### config.mk
export PLATFORM = sky130hd
export DESIGN_NAME = rgb555_palette_fade_engine
export DESIGN_NICKNAME = d
export VERILOG_FILES = /design/src/rtl/core/rpf_pkg.sv /design/src/rtl/core/rpf_cfg_regs.sv /design/src/rtl/core/rpf_fade_ctrl.sv /design/src/rtl/core/rpf_blend.sv /design/src/rtl/core/rgb555_palette_fade_engine.sv
export VERILOG_INCLUDE_DIRS = /design/src /design/src/rtl/core
export SDC_FILE = /design/constraint.sdc
export NUM_CORES = 1
export LEC_CHECK = 0
export BUFFER_PORTS_ARGS = -buffer_cell sky130_fd_sc_hd__buf_2
export CORE_MARGIN = 2
export CORE_UTILIZATION = 50
export DETAILED_ROUTE_END_ITERATION = 7
export PLACE_DENSITY = 0.79
export SLEW_MARGIN = 30
export SYNTH_ARGS = -nofsm -noshare
export SYNTH_HDL_FRONTEND = slang
export SYNTH_SLANG_ARGS = --single-unit
### constraint.sdc
create_clock -name i_clk -period 5.2 [get_ports i_clk]
set_input_delay 0.26 -clock i_clk [delete_from_list [all_inputs] [get_ports i_clk]]
set_output_delay 0.26 -clock i_clk [all_outputs]
set_load 0.01 [all_outputs]
### src/rtl/core/assert_macros.svh
// ----------------------------------------------------------------------------
// assert_macros.svh
// Concurrent assertion macros shared by the fade engine RTL.
// ----------------------------------------------------------------------------
`ifndef ASSERT_MACROS_SVH
`define ASSERT_MACROS_SVH

// Same-cycle implication, disabled while in reset
`define RPF_ASSERT_IMP(lbl, clk, rst_n, ante, cons) \
    lbl: assert property (@(posedge clk) disable iff (!rst_n) (ante) |-> (cons)) \
        else $error("rpf assertion failed");

// Next-cycle implication, disabled while in reset
`define RPF_ASSERT_NXT(lbl, clk, rst_n, ante, cons) \
    lbl: assert property (@(posedge clk) disable iff (!rst_n) (ante) |=> (cons)) \
        else $error("rpf assertion failed");

`endif

### src/rtl/core/rpf_pkg.sv
// ----------------------------------------------------------------------------
// rpf_pkg
// Shared types, codes and constants of the RGB555 palette fade engine.
// ----------------------------------------------------------------------------
`timescale 1ns / 1ps
`default_nettype none

package rpf_pkg;

    localparam int CH_W     = 5;
    localparam int NUM_CH   = 3;
    localparam int COLOR_W  = CH_W * NUM_CH;
    localparam int LEVEL_W  = 5;
    localparam int DELAY_W  = 7;
    localparam int WAIT_W   = 6;
    localparam int STEP_W   = 7;
    localparam int CFG_IDX_W = 2;
    localparam int CFG_DATA_W = COLOR_W;

    localparam logic [LEVEL_W-1:0] LEVEL_MAX     = 5'h10;
    localparam logic [LEVEL_W-1:0] END_LEVEL_RST = 5'h10;
    localparam logic [STEP_W-1:0]  STEP_BASE     = 7'd2;

    typedef enum logic [1:0] {
        OP_START = 2'd0,
        OP_TICK  = 2'd1,
        OP_BLEND = 2'd2,
        OP_NOP   = 2'd3
    } t_opcode;

    typedef enum logic [CFG_IDX_W-1:0] {
        CFG_TARGET      = 2'd0,
        CFG_START_LEVEL = 2'd1,
        CFG_END_LEVEL   = 2'd2,
        CFG_FADE_DELAY  = 2'd3
    } t_cfg_index;

    typedef struct packed {
        logic [COLOR_W-1:0]        target_color;
        logic [LEVEL_W-1:0]        start_level;
        logic [LEVEL_W-1:0]        end_level;
        logic signed [DELAY_W-1:0] fade_delay;
    } t_fade_cfg;

    typedef struct packed {
        logic               applied;
        logic [LEVEL_W-1:0] blend_level;
        logic               busy;
    } t_fade_status;

endpackage

`default_nettype wire

### src/rtl/core/rpf_cfg_regs.sv
// ----------------------------------------------------------------------------
// rpf_cfg_regs
// Configuration register file: target colour, start/end level, fade delay.
// ----------------------------------------------------------------------------
`timescale 1ns / 1ps
`default_nettype none

module rpf_cfg_regs
    import rpf_pkg::*;
(
    input  wire logic                  i_clk,
    input  wire logic                  i_rst_n,
    input  wire logic                  i_cfg_we,
    input  wire logic [CFG_IDX_W-1:0]  i_cfg_index,
    input  wire logic [CFG_DATA_W-1:0] i_cfg_data,
    output t_fade_cfg                  o_cfg
);

    t_fade_cfg r_cfg;

    always_ff @(posedge i_clk) begin
        if (!i_rst_n) begin
            r_cfg.target_color <= '0;
            r_cfg.start_level  <= '0;
            r_cfg.end_level    <= END_LEVEL_RST;
            r_cfg.fade_delay   <= '0;
        end else if (i_cfg_we) begin
            case (t_cfg_index'(i_cfg_index))
                CFG_TARGET:      r_cfg.target_color <= i_cfg_data[COLOR_W-1:0];
                CFG_START_LEVEL: r_cfg.start_level  <= i_cfg_data[LEVEL_W-1:0];
                CFG_END_LEVEL:   r_cfg.end_level    <= i_cfg_data[LEVEL_W-1:0];
                CFG_FADE_DELAY:  r_cfg.fade_delay   <= i_cfg_data[DELAY_W-1:0];
                default: begin
                end
            endcase
        end
    end

    assign o_cfg = r_cfg;

endmodule

`default_nettype wire

### src/rtl/core/rpf_fade_ctrl.sv
// ----------------------------------------------------------------------------
// rpf_fade_ctrl
// Fade level sequencer: start, wait ticks, step and clamp toward end level.
// ----------------------------------------------------------------------------
`timescale 1ns / 1ps
`default_nettype none

module rpf_fade_ctrl
    import rpf_pkg::*;
(
    input  wire logic               i_clk,
    input  wire logic               i_rst_n,
    input  wire logic               i_fire,
    input  wire logic [1:0]         i_opcode,
    input  t_fade_cfg               i_cfg,
    output logic [LEVEL_W-1:0]      o_blend_level,
    output t_fade_status            o_status
);

    logic [LEVEL_W-1:0] r_cur,   n_cur;
    logic [LEVEL_W-1:0] r_blend, n_blend;
    logic [WAIT_W-1:0]  r_wait,  n_wait;
    logic               r_active, n_active;
    logic [STEP_W-1:0]  r_step,  n_step;
    logic [WAIT_W-1:0]  r_wlim,  n_wlim;
    logic [LEVEL_W-1:0] r_end,   n_end;
    logic               r_down,  n_down;

    logic               do_apply;
    logic [LEVEL_W-1:0] a_cur;
    logic [LEVEL_W-1:0] a_end;
    logic [STEP_W-1:0]  a_step;
    logic               a_down;
    logic [STEP_W:0]    up_sum;
    logic [STEP_W:0]    dn_lim;
    logic [LEVEL_W-1:0] stepped;
    logic [LEVEL_W-1:0] start_clamped;
    logic [LEVEL_W-1:0] end_clamped;

    assign start_clamped = (i_cfg.start_level > LEVEL_MAX) ? LEVEL_MAX : i_cfg.start_level;
    assign end_clamped   = (i_cfg.end_level > LEVEL_MAX) ? LEVEL_MAX : i_cfg.end_level;

    always_comb begin
        n_cur    = r_cur;
        n_blend  = r_blend;
        n_wait   = r_wait;
        n_active = r_active;
        n_step   = r_step;
        n_wlim   = r_wlim;
        n_end    = r_end;
        n_down   = r_down;
        do_apply = 1'b0;

        case (t_opcode'(i_opcode))
            OP_START: begin
                if (i_cfg.fade_delay[DELAY_W-1]) begin
                    n_step = ~i_cfg.fade_delay + STEP_W'(3);
                    n_wlim = '0;
                end else begin
                    n_step = STEP_BASE;
                    n_wlim = i_cfg.fade_delay[WAIT_W-1:0];
                end
                n_wait   = n_wlim;
                n_cur    = start_clamped;
                n_end    = end_clamped;
                n_down   = !(start_clamped < end_clamped);
                do_apply = 1'b1;
            end
            OP_TICK: begin
                if (r_active) begin
                    if (r_wait < r_wlim) begin
                        n_wait = r_wait + WAIT_W'(1);
                    end else begin
                        n_wait   = '0;
                        do_apply = 1'b1;
                    end
                end
            end
            default: begin
            end
        endcase

        a_cur  = (t_opcode'(i_opcode) == OP_START) ? start_clamped : r_cur;
        a_end  = n_end;
        a_step = n_step;
        a_down = n_down;

        up_sum = {3'b000, a_cur} + {1'b0, a_step};
        dn_lim = {1'b0, a_step} + {3'b000, a_end};
        if (!a_down) begin
            stepped = (up_sum > {3'b000, a_end}) ? a_end : up_sum[LEVEL_W-1:0];
        end else begin
            stepped = ({3'b000, a_cur} < dn_lim) ? a_end : (a_cur - a_step[LEVEL_W-1:0]);
        end

        if (do_apply) begin
            n_blend = a_cur;
            if (a_cur == a_end) begin
                n_active = 1'b0;
            end else begin
                n_cur = stepped;
            end
            if (t_opcode'(i_opcode) == OP_START) begin
                n_active = 1'b1;
            end
        end
    end

    always_ff @(posedge i_clk) begin
        if (!i_rst_n) begin
            r_cur    <= '0;
            r_blend  <= '0;
            r_wait   <= '0;
            r_active <= 1'b0;
            r_step   <= '0;
            r_wlim   <= '0;
            r_end    <= '0;
            r_down   <= 1'b0;
        end else if (i_fire) begin
            r_cur    <= n_cur;
            r_blend  <= n_blend;
            r_wait   <= n_wait;
            r_active <= n_active;
            r_step   <= n_step;
            r_wlim   <= n_wlim;
            r_end    <= n_end;
            r_down   <= n_down;
        end
    end

    assign o_blend_level        = r_blend;
    assign o_status.applied     = do_apply;
    assign o_status.blend_level = n_blend;
    assign o_status.busy        = n_active;

endmodule

`default_nettype wire

### src/rtl/core/rpf_blend.sv
// ----------------------------------------------------------------------------
// rpf_blend
// Per-channel linear mix of a colour toward the target at a level in 1/16.
// ----------------------------------------------------------------------------
`timescale 1ns / 1ps
`default_nettype none

module rpf_blend
    import rpf_pkg::*;
(
    input  wire logic [COLOR_W-1:0] i_color,
    input  wire logic [COLOR_W-1:0] i_target,
    input  wire logic [LEVEL_W-1:0] i_level,
    output logic [COLOR_W-1:0]      o_color
);

    for (genvar k = 0; k < NUM_CH; k++) begin : g_ch
        logic [CH_W-1:0]             c;
        logic [CH_W-1:0]             t;
        logic signed [CH_W:0]        diff;
        logic signed [2*CH_W+1:0]    prod;
        logic signed [2*CH_W+1:0]    shifted;

        assign c       = i_color[k*CH_W +: CH_W];
        assign t       = i_target[k*CH_W +: CH_W];
        assign diff    = $signed({1'b0, t}) - $signed({1'b0, c});
        assign prod    = diff * $signed({1'b0, i_level});
        assign shifted = prod >>> 4;
        assign o_color[k*CH_W +: CH_W] = c + shifted[CH_W-1:0];
    end

endmodule

`default_nettype wire

### src/rtl/core/rgb555_palette_fade_engine.sv
// ----------------------------------------------------------------------------
// rgb555_palette_fade_engine
// Top level: input register, fade sequencer, colour blend, result register.
// ----------------------------------------------------------------------------
// Takes one word per cycle while the output side is ready and returns one
// result word per input word through the input and result registers, a rate
// set by the single input register feeding the fade sequencer and three 6x6
// channel multipliers ahead of the result register. The user must write the
// configuration only while no word is in flight; the block does not check it.
// ----------------------------------------------------------------------------
`timescale 1ns / 1ps
`default_nettype none
`include "assert_macros.svh"

module rgb555_palette_fade_engine
    import rpf_pkg::*;
(
    input  wire logic                  i_clk,
    input  wire logic                  i_rst_n,
    input  wire logic                  i_cfg_we,
    input  wire logic [CFG_IDX_W-1:0]  i_cfg_index,
    input  wire logic [CFG_DATA_W-1:0] i_cfg_data,
    input  wire logic                  i_in_valid,
    output logic                       o_in_ready,
    input  wire logic [1:0]            i_opcode,
    input  wire logic [COLOR_W-1:0]    i_color_in,
    output logic                       o_out_valid,
    input  wire logic                  i_out_ready,
    output logic [COLOR_W-1:0]         o_color_out,
    output logic                       o_applied,
    output logic [LEVEL_W-1:0]         o_blend_level_out,
    output logic                       o_busy_res
);

    t_fade_cfg          cfg;
    t_fade_status       status;
    logic [LEVEL_W-1:0] cur_blend_level;
    logic [COLOR_W-1:0] blended;

    logic               r_s1_valid;
    logic [1:0]         r_s1_opcode;
    logic [COLOR_W-1:0] r_s1_color;

    logic               r_out_valid;
    logic [COLOR_W-1:0] r_color_out;
    logic               r_applied;
    logic [LEVEL_W-1:0] r_blend_level;
    logic               r_busy;

    logic               out_free;
    logic               s1_fire;
    logic               in_fire;

    assign out_free   = !r_out_valid || i_out_ready;
    assign s1_fire    = r_s1_valid && out_free;
    assign o_in_ready = !r_s1_valid || out_free;
    assign in_fire    = i_in_valid && o_in_ready;

    rpf_cfg_regs u_cfg (
        .i_clk       (i_clk),
        .i_rst_n     (i_rst_n),
        .i_cfg_we    (i_cfg_we),
        .i_cfg_index (i_cfg_index),
        .i_cfg_data  (i_cfg_data),
        .o_cfg       (cfg)
    );

    rpf_fade_ctrl u_ctrl (
        .i_clk         (i_clk),
        .i_rst_n       (i_rst_n),
        .i_fire        (s1_fire),
        .i_opcode      (r_s1_opcode),
        .i_cfg         (cfg),
        .o_blend_level (cur_blend_level),
        .o_status      (status)
    );

    rpf_blend u_blend (
        .i_color  (r_s1_color),
        .i_target (cfg.target_color),
        .i_level  (cur_blend_level),
        .o_color  (blended)
    );

    always_ff @(posedge i_clk) begin
        if (!i_rst_n) begin
            r_s1_valid <= 1'b0;
        end else if (o_in_ready) begin
            r_s1_valid <= i_in_valid;
        end
    end

    always_ff @(posedge i_clk) begin
        if (in_fire) begin
            r_s1_opcode <= i_opcode;
            r_s1_color  <= i_color_in;
        end
    end

    always_ff @(posedge i_clk) begin
        if (!i_rst_n) begin
            r_out_valid <= 1'b0;
        end else if (out_free) begin
            r_out_valid <= r_s1_valid;
        end
    end

    always_ff @(posedge i_clk) begin
        if (s1_fire) begin
            r_color_out   <= (t_opcode'(r_s1_opcode) == OP_BLEND) ? blended : '0;
            r_applied     <= status.applied;
            r_blend_level <= status.blend_level;
            r_busy        <= status.busy;
        end
    end

    assign o_out_valid       = r_out_valid;
    assign o_color_out       = r_color_out;
    assign o_applied         = r_applied;
    assign o_blend_level_out = r_blend_level;
    assign o_busy_res        = r_busy;

    `RPF_ASSERT_NXT(a_out_held, i_clk, i_rst_n, r_out_valid && !i_out_ready, r_out_valid)
    `RPF_ASSERT_IMP(a_stall_cause, i_clk, i_rst_n, !o_in_ready,
                    r_s1_valid && r_out_valid && !i_out_ready)
    `RPF_ASSERT_IMP(a_blend_no_apply, i_clk, i_rst_n, o_out_valid && (o_color_out != '0),
                    !o_applied)
    `RPF_ASSERT_IMP(a_level_range, i_clk, i_rst_n, o_out_valid, o_blend_level_out <= LEVEL_MAX)

endmodule

`default_nettype wire

==> results.py, run 1 <==
metrics = {
    "synthesis": {
        "ys_ff_latch": 109,
        "yosysTopAreaCell": "dfxtp_1",
        "synthTopCellsByArea": "dfxtp_1 15%, ha_1 13%, edfxtp_1 13%",
        "synthArstFlopShare": 0,
        "avgSynthCellArea_um2": 9.06,
        "yosysWarnings": 0,
        "syn_area_um2": 9320,
        "ys_dominant_reg_cell": "dfxtp_1",
        "syn_inst": 1029,
        "synth_fp_nets": 1214,
        "synth_cell_types": 71,
        "synth_top_area_share": 0.150,
        "synth_edf_count": 39,
        "synth_seq_area_share": 0.276,
    },
    "placed_design": {
        "place_congestion": 0.887,
        "dp_cells": 1340,
        "portBuffers": 62,
        "place_hpwl_um": 16400,
    },
    "global_route": {
        "overflow": 0,
        "grt_max_degree": 73,
        "grt_pass1_vias": 7155,
        "antenna_found_initial": 0,
        "grt_pass1_wl_um": 35800,
        "grt.total_usage": 0.226,
    },
    "sta": {
        "setup_viol": 2,
        "skew_ps": 10.4,
        "drv_slew": 0,
        "layout_setup_ws_ps": -156,
        "finalHoldViolCount": 0,
        "rsz0062_at_grt": "true",
        "relSlewSlack": 0.369,
        "fin_crit_sh": 1.03,
        "tightest_slew_ps": 943,
        "period_needed_ps": 5360,
        "clock.fmax_mhz": 187,
    },
    "detailed_routing": {
        "drc": 0,
        "dr.pass1.iters": 5,
        "viasPerCell": 5.51,
        "drt-total-wl_um": 22700,
        "vias": 7530,
        "ant_nets": 0,
        "drt_iter0_drc": 484,
        "wire_per_inst_um": 16.6,
    },
    "worst_setup_path": {
        "crit_type": "register to register",
        "path_max_fanout": 4,
        "worst_setup_path_start_kind": "register",
        "worst_ep_arrival_time_ps": 5450,
        "crit_required_ps": 5290,
        "r2r_slack_ps": -160,
        "crit_path_end_kind": "register",
    },
    "layout": {
        "multiInputGateArea_um2": 6570,
        "fillCellCount": 1470,
        "drive_above_1_share": 0.220,
        "final_util": 0.608,
        "nets": 1317,
        "diodes": 0,
        "ff_latch_area_um2": 2570,
        "area_growth_pct": 18.3,
        "instances_no_fill": 1366,
    },
    "pwr": {
        "peakVddDrop_mv": 0.189,
        "cellPowerDensity_nw_per_um2": 221,
        "p_leak_nw": 5.09,
    },
    "clock_network": {
        "cts_inserted_buffers": 9,
        "path_clk_slew_ps": 80,
        "clock-sinks": 109,
        "clock_latency_ps": 360,
        "cts_hold_buf": 0,
        "ctsRootBufferMaster": "clkbuf_16",
        "htree_levels": 3,
        "cts.path.max_buffers": 2,
        "cts_tree": "yes",
    },
    "die": {
        "rows": 49,
        "core_um2": 18100,
        "start_util": 0.514,
        "die_w_um": 141,
        "io_pins": 63,
        "die_area_um2": 19800,
        "die-height_um": 141,
    },
    "status": {
        "violations": "setup timing",
        "status": "complete, but fails checks",
    },
    "worst_hold_path": {
        "hold_class": "input pin to register",
    },
    "job": {
        "drv_cap": 0,
    },
}
## cells by family (layout without fill, tap and decap cells)
family,count (synthesis),after routing,synth area share
AND/OR/NAND/NOR,328,328,0.186
AO/OA/AOI/OAI,201,201,0.148
buffers and inverters,163,271,0.0683
adder cells (fa/ha/maj),146,146,0.237
flip-flops,109,109,0.276
XOR/XNOR,61,61,0.0617
multiplexers,21,21,0.0228
## Yosys cell counts, types with 4 or more instances
cell type	count
nand2_1	112
edfxtp_1	39
xor2_1	20
a21oi_1	39
a22oi_1	4
a21o_1	17
a21boi_0	25
dfxtp_1	70
o21ai_0	46
a211o_1	5
nor2_1	32
o211ai_1	8
fa_1	51
xnor2_1	38
nor3_1	6
o21a_1	14
and2_1	64
inv_1	124
nor3b_1	11
a211oi_1	4
clkbuf_1	32
o211a_1	9
nand2b_1	17
nor2b_1	42
and3_1	4
nand3_1	10
mux2i_1	19
nand3b_1	8
ha_1	95
## sequential cells by signal, summed over array words and instances (netlist names), 2 cells and up
name	cells
o_color_out	15
u_ctrl.r_end	5
u_ctrl.r_step	7
u_ctrl.o_blend_level	5
u_cfg.o_cfg	32
o_blend_level_out	5
r_s1_opcode	2
r_s1_color	15
u_ctrl.r_wlim	6
u_ctrl.r_cur	5
u_ctrl.r_wait	6
## layout make-up
cell class | instances | area share
timing repair buffer | 130 | 0.0750
clock inverter | 3 | 0.00204
clock buffer | 13 | 0.0256
multi-input combinational | 757 | 0.596
inverter | 125 | 0.0425
sequential | 109 | 0.233
tap | 229 | 0.0260
## stage by stage
stage / instance area (um2) / power [W] / setup TNS, ps / hold WS [ps] / worst slack [ps]
floorplan: 9340 / 0.00144 / -67.4 / 359 / -67.4
global placement: 10200 / 0.00162 / -380 / 436 / -149
detailed placement: 10200 / 0.00165 / -751 / 438 / -295
CTS: 10700 / 0.00238 / -171 / 66.1 / -110
global route: 11000 / 0.00256 / -942 / 61.9 / -363
finish: 11000 / 0.00244 / -168 / 72.2 / -156
## worst max-delay path, cell delays in order (launching register included)
cell      delay (ps)
edfxtp_1         400
ha_2             210
fa_2             380
nor2b_2          150
o21ai_2           80
a21boi_2         220
nor2_2            90
and2_4           170
fa_1             440
ha_1             280
inv_1             50
fa_1             520
inv_1             60
ha_1             280
a41o_1           220
a21oi_2          190
xnor2_1          170
ha_1             280
a21o_1           170
a21oi_2          130
xnor2_1          130
xnor3_1          240
xor2_1           160
nor2_1            60
## timing repair
| item | in CTS | in global routing |
|---|---|---|
| gates resized for setup | 36 | 54 |
| pin swaps | 30 | 78 |
| buffers inserted | 2 | 8 |
| endpoints found under the setup margin | 3 | 4 |
## cells in the final DEF (no fill, tap or decap), types with 11 or more instances in the layout
| cell type | n |
|---|---|
| edfxtp_1 | 39 |
| dfxtp_1 | 69 |
| buf_4 | 68 |
| nor2b_1 | 40 |
| and2_1 | 55 |
| nor2_1 | 28 |
| fa_1 | 42 |
| buf_2 | 61 |
| clkbuf_16 | 11 |
| inv_2 | 16 |
| nand2_1 | 112 |
| inv_1 | 108 |
| nand2b_1 | 17 |
| a21oi_2 | 12 |
| a21boi_0 | 24 |
| xor2_1 | 18 |
| o21a_1 | 14 |
| o21ai_0 | 42 |
| xnor2_1 | 29 |
| mux2i_1 | 19 |
| ha_1 | 78 |
| a21oi_1 | 25 |
| a21o_1 | 17 |
| ha_4 | 14 |
## power by group
group | switching (W) | internal [W]
combinational | 0.000396 | 0.000367
sequential | 0.0000311 | 0.000924
clock | 0.000330 | 0.000388
total | 0.000757 | 0.00168
## layer usage
metal,vias up,part of all wire,routed length (um),track usage
met5,-,0,0,0
met4,0,0.014,315,0.0511
met3,21,0.058,1310,0.0349
met2,216,0.47,10700,0.369
met1,3641,0.46,10400,0.318
li1,3652,-,-,-
## path summary, 6_finish.rpt
check / to / cells past startpoint / startpoint
worst max-delay path: o_color_out[14] / 23 / r_s1_color[10]
worst min-delay path: r_s1_opcode[0] / 1 / i_opcode[0]
worst max register to register: o_color_out[14] / 23 / r_s1_color[10]
worst min register to register: u_ctrl.r_wlim[5] / 2 / u_ctrl.r_wlim[5]
(Power assumes the default switching activity.)
==> run 2: changes to the inputs <==
Settings changed: SKIP_LAST_GASP from default to 1.
==> run 2 against run 1 <==
  * The flow still finishes with violations (setup timing)
  * Flip-flop and latch count stayed put
  * Sequential share of layout area hardly changed
  * Final cell count stayed put
  * Cell area is 0.20% lower
  * Setup slack worse by 9.3 ps
  * Global-route usage hardly changed
  * Critical path type unchanged
  * Critical endpoint unchanged
==> results.py, run 2 (synthesis gave the netlist of run 1 again) <==
metrics = {
    "status": {
        "status": "complete, but fails checks",
        "violations": "setup timing",
    },
    "worst_setup_path": {
        "crit_required_ps": 5290,
        "crit_slowest_cell": "fa_1",
        "rr_worst_depth": 23,
        "crit_chain": "ha_2 -> fa_2 -> nor2b_2 -> o21ai_2 -> a21boi_2 -> nor2_2 -> and2_4 -> fa_1 -> ha_1 -> inv_1 -> fa_1 -> inv_1 -> ha_1 -> a41o_1 -> a21oi_2 -> xnor2_1 -> ha_1 -> a21o_1 -> a21oi_2 -> xnor2_1 -> xnor3_1 -> xor2_1 -> nor2_1",
        "path_max_fanout": 4,
        "worst_ep_arrival_time_ps": 5460,
        "regToRegStartpoint": "r_s1_color[10]",
        "cp.buffers_inverters": 2,
        "crit_path_max_incr_delay_ps": 520,
        "worst_setup_path_start_kind": "register",
        "crit_type": "register to register",
        "crit_top_cell": "ha_1",
        "crit_path_end_kind": "register",
        "r2r_slack_ps": -170,
        "cp_top_family": "adder cells",
        "regToRegEndpoint": "o_color_out[14]",
    },
    "layout": {
        "instances_no_fill": 1366,
        "diodes": 0,
        "final_common_cell": "nand2_1",
        "stdcell_area_um2": 11000,
        "drive_above_1_share": 0.218,
        "largest_reg_flops": 32,
        "area_growth_pct": 18.1,
        "final_cell_mix": "112 x nand2_1, 108 x inv_1, 78 x ha_1",
        "nets": 1317,
    },
    "sta": {
        "fin_crit_sh": 1.03,
        "setup_viol": 2,
        "drv_slew": 0,
        "relSlewSlack": 0.391,
        "clock.fmax_mhz": 186,
        "rsz0062_at_grt": "true",
        "skew_ps": 8.37,
        "period_needed_ps": 5370,
        "finalHoldViolCount": 0,
        "layout_setup_ws_ps": -165,
        "tightest_slew_ps": 910,
    },
    "die": {
        "io_pins": 63,
        "core_um2": 18100,
        "start_util": 0.514,
        "die-height_um": 141,
        "rows": 49,
        "die_w_um": 141,
        "die_area_um2": 19800,
    },
    "job": {
        "drv_cap": 0,
    },
    "clock_network": {
        "cts_tree": "yes",
        "ctsRootBufferMaster": "clkbuf_16",
        "clock-sinks": 109,
        "clock_latency_ps": 360,
        "cts_hold_buf": 0,
        "cts_inserted_buffers": 9,
        "cts.path.max_buffers": 2,
        "htree_levels": 3,
        "path_clk_slew_ps": 80,
    },
    "global_route": {
        "grt_pass1_vias": 7148,
        "grt.total_usage": 0.225,
        "antenna_found_initial": 0,
        "grt_max_degree": 73,
        "overflow": 0,
        "grt_pass1_wl_um": 35700,
    },
    "pwr": {
        "p_leak_nw": 5.08,
        "peakVddDrop_mv": 0.189,
        "cellPowerDensity_nw_per_um2": 220,
    },
    "worst_hold_path": {
        "hold-path-cell-count": 1,
        "hold_end": "r_s1_opcode[0]",
        "hp-start": "i_opcode[0]",
        "hold_class": "input pin to register",
    },
    "detailed_routing": {
        "dr.pass1.iters": 4,
        "vias": 7494,
        "drt_iter0_drc": 445,
        "wire_per_inst_um": 16.5,
        "drc": 0,
        "drt-total-wl_um": 22600,
        "viasPerCell": 5.49,
        "ant_nets": 0,
    },
    "placed_design": {
        "place_hpwl_um": 16400,
        "dp_slack_ps": -295,
        "place_congestion": 0.887,
        "dp_cells": 1340,
        "placed_area_um2": 10200,
        "portBuffers": 62,
    },
}
==> run 2: cell counts in the layout (fill, tap and decap cells not counted) <==
Identical to the previous run, type by type.
==> run 2: metrics by stage <==
| stage | util | total power, W | TNS [ps] | hold slack (ps) |
|---|---|---|---|---|
| after floorplan | - | 0.00144 | -67.4 | 359 |
| final | 0.607 | 0.00243 | -172 | 72.7 |
| after CTS | 0.589 | 0.00238 | -205 | 66.1 |
| after global routing | 0.607 | 0.00255 | -918 | 62.8 |
| after global placement | 0.563 | 0.00162 | -380 | 436 |
| after detailed placement | 0.563 | 0.00165 | -751 | 438 |
==> run 2: final cells by class <==
| class | instances | area (um2) |
|---|---|---|
| fill | 1475 | 7140 |
| multi-input combinational | 757 | 6550 |
| sequential | 109 | 2570 |
| timing repair buffer | 130 | 827 |
| inverter | 125 | 469 |
| tap | 229 | 287 |
| clock buffer | 13 | 283 |
| clock inverter | 3 | 22.5 |
==> run 2: repair_timing <==
action | CTS | global route
pin swaps | 28 | 78
setup endpoints to repair | 3 | 4
resized for setup | 33 | 54
setup buffers | 2 | 8
==> run 2: report_power, final <==
part	leakage [nW]	switching (W)	total [W]	internal, W
Clock	0.152	0.000327	0.000715	0.000388
Combinational	3.98	0.000393	0.000757	0.000364
Sequential	0.947	0.0000314	0.000955	0.000924
==> run 2: worst max-delay path by stage <==
stage	cells past startpoint	startpoint	slack, ps	end
floorplan	23	r_s1_color[6]	-70	o_color_out[9]
global placement	22	u_cfg.o_cfg[22]	-150	o_color_out[9]
detailed placement	23	r_s1_color[10]	-290	o_color_out[14]
CTS	23	r_s1_color[10]	-110	o_color_out[14]
global route	23	r_s1_color[10]	-360	o_color_out[14]
finish	23	r_s1_color[10]	-170	o_color_out[14]
==> run 2: metal layers <==
metal  global-route usage  share of wire
met3               0.0349          0.054
met5                    0              0
met2                0.368           0.47
met4               0.0526          0.015
met1                0.316           0.46
